## src/hw/rtl/tbgs_pkg.sv

```systemverilog
// Shared constants, codes, command/status types and helpers for the ternary GEMV segment-sum block.
package tbgs_pkg;

   // Table sizes
   localparam int MAX_COLUMNS = 1024;
   localparam int MAX_ROWS    = 8;
   localparam int MAX_BLOCKS  = 16;
   localparam int MAX_GROUPS  = 4096;
   localparam int MAX_SCATTER = 32768;

   localparam int PERM_DEPTH = MAX_BLOCKS * MAX_COLUMNS;
   localparam int OFFS_DEPTH = MAX_GROUPS + 1;
   localparam int PREF_DEPTH = MAX_COLUMNS + 1;

   // Address widths
   localparam int COL_AW  = $clog2(MAX_COLUMNS);
   localparam int PERM_AW = $clog2(PERM_DEPTH);
   localparam int GRP_AW  = $clog2(MAX_GROUPS);
   localparam int OFFS_AW = $clog2(OFFS_DEPTH);
   localparam int SCAT_AW = $clog2(MAX_SCATTER);
   localparam int PREF_AW = $clog2(PREF_DEPTH);

   // Field widths
   localparam int CMD_W  = 3;
   localparam int IDX_W  = 15;
   localparam int ELEM_W = 32;
   localparam int WORD_W = 16;
   localparam int ROW_W  = 3;
   localparam int SGN_W  = 2;
   localparam int BLK_W  = 4;
   localparam int SUM_W  = 42;
   localparam int VLEN_W = 11;
   localparam int K_W    = 4;
   localparam int NB_W   = 5;
   localparam int PERM_W = 10;
   localparam int GE_W   = 11;
   localparam int GS_W   = 13;
   localparam int GCNT_W = 14;
   localparam int CSR_AW = 2;
   localparam int CSR_W  = 11;

   // Input commands
   localparam logic [CMD_W-1:0] CMD_VECTOR  = 3'd0;
   localparam logic [CMD_W-1:0] CMD_PERM    = 3'd1;
   localparam logic [CMD_W-1:0] CMD_GEND    = 3'd2;
   localparam logic [CMD_W-1:0] CMD_OFFSET  = 3'd3;
   localparam logic [CMD_W-1:0] CMD_SCATTER = 3'd4;
   localparam logic [CMD_W-1:0] CMD_GSTART  = 3'd5;
   localparam logic [CMD_W-1:0] CMD_COMPUTE = 3'd6;

   // Register indexes
   localparam logic [CSR_AW-1:0] REG_VLEN   = 2'd0;
   localparam logic [CSR_AW-1:0] REG_ROWS   = 2'd1;
   localparam logic [CSR_AW-1:0] REG_BLOCKS = 2'd2;

   // Ternary sign codes
   localparam logic [SGN_W-1:0] SGN_ZERO = 2'b00;
   localparam logic [SGN_W-1:0] SGN_POS  = 2'b01;
   localparam logic [SGN_W-1:0] SGN_NEG2 = 2'b10;
   localparam logic [SGN_W-1:0] SGN_NEG  = 2'b11;

   // Controller to datapath
   typedef struct packed {
      logic load;
      logic begin_blk;
      logic pref;
      logic gs_start;
      logic gend_ld;
      logic sb_ld;
      logic grp_issue;
      logic grp_read;
      logic grp_agg;
      logic scat;
      logic out_first;
      logic out_next;
   } cmd_type;

   // Datapath to controller
   typedef struct packed {
      logic blk_ok;
      logic pref_done;
      logic grp_more;
      logic scat_empty;
      logic scat_done;
      logic out_last;
   } sts_type;

   // Clamp a scatter offset to the table size
   function automatic logic [WORD_W-1:0] clamp_scat(input logic [WORD_W-1:0] v);
      logic [WORD_W-1:0] lim;
      lim = WORD_W'(MAX_SCATTER);
      return (v > lim) ? lim : v;
   endfunction

endpackage

```

## src/hw/rtl/tbgs_ctrl.sv

```systemverilog
// Sequencer for loads, prefix build, group walk, scatter and row output.
module tbgs_ctrl (
   input  logic                        clock,
   input  logic                        reset,
   input  logic                        req_valid,
   input  logic [tbgs_pkg::CMD_W-1:0]  req_command,
   output logic                        req_stall,
   output logic                        rsp_valid,
   input  logic                        rsp_stall,
   output tbgs_pkg::cmd_type           cmd,
   input  tbgs_pkg::sts_type           sts
);

   localparam logic [3:0] S_IDLE = 4'd0;
   localparam logic [3:0] S_PREF = 4'd1;
   localparam logic [3:0] S_GS0  = 4'd2;
   localparam logic [3:0] S_GS1  = 4'd3;
   localparam logic [3:0] S_GS2  = 4'd4;
   localparam logic [3:0] S_SB   = 4'd5;
   localparam logic [3:0] S_GCHK = 4'd6;
   localparam logic [3:0] S_GRD  = 4'd7;
   localparam logic [3:0] S_PRD  = 4'd8;
   localparam logic [3:0] S_SCAT = 4'd9;
   localparam logic [3:0] S_OUT  = 4'd10;

   logic [3:0] st_ff, st_in;
   logic       accept;

   assign req_stall = (st_ff != S_IDLE);
   assign rsp_valid = (st_ff == S_OUT);
   assign accept    = req_valid && !req_stall;

   // Next state and datapath commands
   always_comb begin
      st_in = st_ff;
      cmd   = '0;
      unique case (st_ff)
         S_IDLE: begin
            if (accept) begin
               if (req_command == tbgs_pkg::CMD_COMPUTE) begin
                  if (sts.blk_ok) begin
                     cmd.begin_blk = 1'b1;
                     st_in         = S_PREF;
                  end
               end else begin
                  cmd.load = 1'b1;
               end
            end
         end
         S_PREF: begin
            cmd.pref = 1'b1;
            if (sts.pref_done) begin
               st_in = S_GS0;
            end
         end
         S_GS0: st_in = S_GS1;
         S_GS1: begin
            cmd.gs_start = 1'b1;
            st_in        = S_GS2;
         end
         S_GS2: begin
            cmd.gend_ld = 1'b1;
            st_in       = S_SB;
         end
         S_SB: begin
            cmd.sb_ld = 1'b1;
            st_in     = S_GCHK;
         end
         S_GCHK: begin
            if (sts.grp_more) begin
               cmd.grp_issue = 1'b1;
               st_in         = S_GRD;
            end else begin
               cmd.out_first = 1'b1;
               st_in         = S_OUT;
            end
         end
         S_GRD: begin
            cmd.grp_read = 1'b1;
            st_in        = S_PRD;
         end
         S_PRD: begin
            cmd.grp_agg = 1'b1;
            st_in       = sts.scat_empty ? S_GCHK : S_SCAT;
         end
         S_SCAT: begin
            cmd.scat = 1'b1;
            if (sts.scat_done) begin
               st_in = S_GCHK;
            end
         end
         S_OUT: begin
            if (!rsp_stall) begin
               if (sts.out_last) begin
                  st_in = S_IDLE;
               end else begin
                  cmd.out_next = 1'b1;
               end
            end
         end
         default: st_in = S_IDLE;
      endcase
   end

   always_ff @(posedge clock) begin
      if (reset) begin
         st_ff <= S_IDLE;
      end else begin
         st_ff <= st_in;
      end
   end

   // No new word is taken while rows are being delivered
   a_out_blocks_in: assert property (@(posedge clock) disable iff (reset)
      rsp_valid |-> req_stall) else $error("input accepted during row output");

   // A held row keeps the block in the output phase
   a_out_hold: assert property (@(posedge clock) disable iff (reset)
      (rsp_valid && rsp_stall) |=> rsp_valid) else $error("row dropped while stalled");

   // After the final row is taken the block is idle
   a_last_idle: assert property (@(posedge clock) disable iff (reset)
      (rsp_valid && !rsp_stall && sts.out_last) |=> !req_stall)
      else $error("block not idle after final row");

endmodule

```

## config.mk

```make
export PLATFORM = sky130hd
export DESIGN_NAME = tbgs_ctrl
export DESIGN_NICKNAME = d
export VERILOG_FILES = /design/src/hw/rtl/tbgs_pkg.sv /design/src/hw/rtl/tbgs_ctrl.sv
export SDC_FILE = /design/constraint.sdc
export NUM_CORES = 1
export LEC_CHECK = 0
export ABC_AREA = 1
export BUFFER_PORTS_ARGS = -buffer_cell sky130_fd_sc_hd__buf_2
export CAP_MARGIN = 20
export CORE_AREA = 4 4 41 43
export CTS_CLUSTER_DIAMETER = 60
export DETAILED_ROUTE_END_ITERATION = 7
export DIE_AREA = 0 0 45 47
export PLACE_DENSITY = 0.71
export SYNTH_ARGS = -nofsm -noshare
export SYNTH_HDL_FRONTEND = slang
export SYNTH_SLANG_ARGS = --single-unit
```

## constraint.sdc

```tcl
create_clock -name clock -period 1.4 [get_ports clock]
set_clock_uncertainty 0.05 [all_clocks]
set_input_delay 0.14 -clock clock [delete_from_list [all_inputs] [get_ports clock]]
set_output_delay 0.14 -clock clock [all_outputs]
set_load 0.02 [all_outputs]
```

==> impl_metrics.json <==
{
  "routabilityCongestion": 0.847,
  "critical-path-top-delay-family": "flip-flops",
  "num_io_pins": 27,
  "core_mm2": 0.00130,
  "holdWs_ns": 0.0484,
  "hold_class": "primary input to register",
  "syn_nets": 94,
  "setup_ws_ns": -0.0525,
  "drtPass1Iterations": 4,
  "antennaDiodeCount": 0,
  "power.share.switching_pct": 44.0,
  "area_delta_synth_final_pct": 81.7,
  "worst_path_largest_cell_delay_ns": 0.36,
  "synth_edf_count": 0,
  "synthTopCellsByCount": "16 x nand2_1, 13 x inv_1, 10 x nor2_1",
  "powerDensity_mw_per_mm2": 723,
  "finish.utilization_pct": 66.9,
  "pre_cts_ws_ns": 0.0170,
  "initial_core_util_pct": 36.8,
  "finalCritPeriodShare_pct": 104,
  "setup_tns_ns": -0.0831,
  "rr_worst_depth": 9,
  "rsz0062_at_grt": "yes",
  "report.final.hold_viol_count": 0,
  "fmax_mhz": 688,
  "grt_use_total_pct": 14.6,
  "cp.arrival_ns": 1.26,
  "vdd_ir_drop_max_v": 0.000531,
  "slowest_stage": "dfxtp_4",
  "synth_seq_cells": 4,
  "regMostFlops": "st_ff",
  "failed_checks": "setup timing",
  "yosysSeqAreaShare_pct": 16.7,
  "h-tree-depth": 1,
  "reg.largest.list": "st_ff: 4 flops",
  "leakagePower_nw": 0.500,
  "synth_cell_type_count": 17,
  "post_drt_wl_per_cell_um": 12.6,
  "slew_headroom_pct": 81.9,
  "syn_avg_cell_area_um2": 5.92,
  "nNetsFinal": 134,
  "drt_iter0_drc": 8,
  "grt_max_degree": 8,
  "drive_above_1_share_pct": 62.2,
  "synth_area_um2": 479,
  "grt_pass1_vias": 583,
  "pwr-share-seq_pct": 24.3,
  "p_sw_mw": 0.277,
  "clockPowerShare_pct": 22.5,
  "synth_ff_type": "dfxtp_1",
  "period_needed_ns": 1.45,
  "start_kind": "register",
  "cts_buffers": 3,
  "post-dp-hpwl_um": 1070,
  "hold_depth": 2,
  "clkSinkCount": 4,
  "clk_pin_slew_ns": 0.04,
  "async_flop_share_pct": 0,
  "setup_viol": 3,
  "remaining_drc_errors": 0,
  "grt_overflow_total": 0,
  "die_h_um": 47,
  "antenna_found_initial": 0,
  "cp_cell_sequence": "inv_4 > nand2_4 > inv_4 > nand2_4 > nor2_4 > inv_2 > nor2_4 > buf_6",
  "clkLatencyLatePin_ns": 0.23,
  "p_comb_share_pct": 53.3,
  "worst_slew_pin_slew_ns": 0.269,
  "grt_first_pass_wirelength_um": 2290,
  "end_kind": "output port",
  "startpoint": "st_ff[0]$_SDFFE_PP0P_",
  "worstPathMaxFanout": 5,
  "synthTopCellsByArea": "dfxtp_1 17%, nand2_1 13%, inv_1 10%",
  "synth_cells": 81,
  "cts_tree": "yes",
  "r2r_slack_ns": 0.06,
  "clk_path_buf_depth": 2,
  "synth_top_area_share_pct": 16.7,
  "power_mw": 0.629,
  "via_per_inst": 4.82,
  "ant_nets": 0,
  "cp.required_ns": 1.21,
  "cell_internal_pwr_mw": 0.352,
  "drt_wl_total_um": 1690,
  "yosysTopAreaCell": "dfxtp_1",
  "r2r-start": "st_ff[0]$_SDFFE_PP0P_",
  "min-delay-start": "reset",
  "io_buffers": 26,
  "cap_violations": 0,
  "rows": 13,
  "die_w_um": 45,
  "die_area_mm2": 0.00212,
  "largest_reg_flops": 4,
  "synth_most_common_cell": "nand2_1",
  "critPathKind": "register to output port",
  "via_count": 646,
  "yosysWarnings": 0,
  "slew_violations": 0,
  "timing.rr.end": "st_ff[2]$_SDFFE_PP0P_",
  "status": "finished with violations",
  "crit_buf_inv": 4,
  "endpoint": "cmd[0]",
  "cts_root_buf": "clkbuf_4",
  "cp.depth": 8
}
worst min-delay path by stage:
stage | endpoint | slack (ns)
2_1_floorplan | st_ff[2]$_SDFFE_PP0P_ | 0.16
3_3_place_gp | st_ff[2]$_SDFFE_PP0P_ | 0.29
3_5_place_dp | st_ff[2]$_SDFFE_PP0P_ | 0.29
4_1_cts | st_ff[3]$_SDFFE_PP0P_ | 0.04
5_1_grt | st_ff[3]$_SDFFE_PP0P_ | 0.05
6_report | st_ff[3]$_SDFFE_PP0P_ | 0.05
cell families (layout without fill, tap and decap cells):
| family | after synthesis | after routing | share of synthesized area, % |
|---|---|---|---|
| AO/OA/AOI/OAI | 4 | 4 | 4.18 |
| AND/OR/NAND/NOR | 56 | 56 | 65.8 |
| buffers and inverters | 17 | 55 | 13.3 |
| flip-flops | 4 | 4 | 16.7 |
metrics by stage:
step | area [um2] | instances
3_3_place_gp | 652 | 123
4_1_cts | 749 | 131
2_1_floorplan | 495 | 81
3_5_place_dp | 652 | 123
5_1_grt | 871 | 134
6_report | 871 | 134
repair_timing:
action | CTS | global route
hold buffers | 0 | 0
gates resized for setup | 13 | 29
setup buffers | 5 | 3
setup endpoints to repair | 10 | 12
pin swaps | 2 | 7
per-layer routing:
layer	track usage [%]	vias to the layer above	routed length, um
met1	17.1	287	658
met5	0	-	0
li1	-	335	-
met4	8.19	0	29
met2	26.3	20	940
met3	1.15	4	60
cell usage in the layout (no fill, tap or decap), drive strengths merged:
master / n
buf: 35
nor2: 19
nand2: 18
inv: 17
nand3: 11
nor3: 4
dfxtp: 4
clkbuf: 3
nand3b: 2
a21oi: 2
o21ai: 2
nor4: 1
nor3b: 1
area by class of cell:
class                   instances  area [um2]
repair buffers                 35         230
multi-input cells              60         433
flip-flops and latches          4        95.1
inverters                      17        71.3
clock buffers                   3        22.5
fillers                       120         430
well taps                      15        18.8
power groups by stage:
stage	sequential, mW	clock, mW	combinational [mW]
after floorplan	0.140	0	0.191
after global routing	0.156	0.147	0.368
after detailed placement	0.143	0	0.252
after global placement	0.142	0	0.252
final	0.153	0.141	0.335
after CTS	0.147	0.149	0.269
Note: power is estimated with default switching activity, not from simulation.
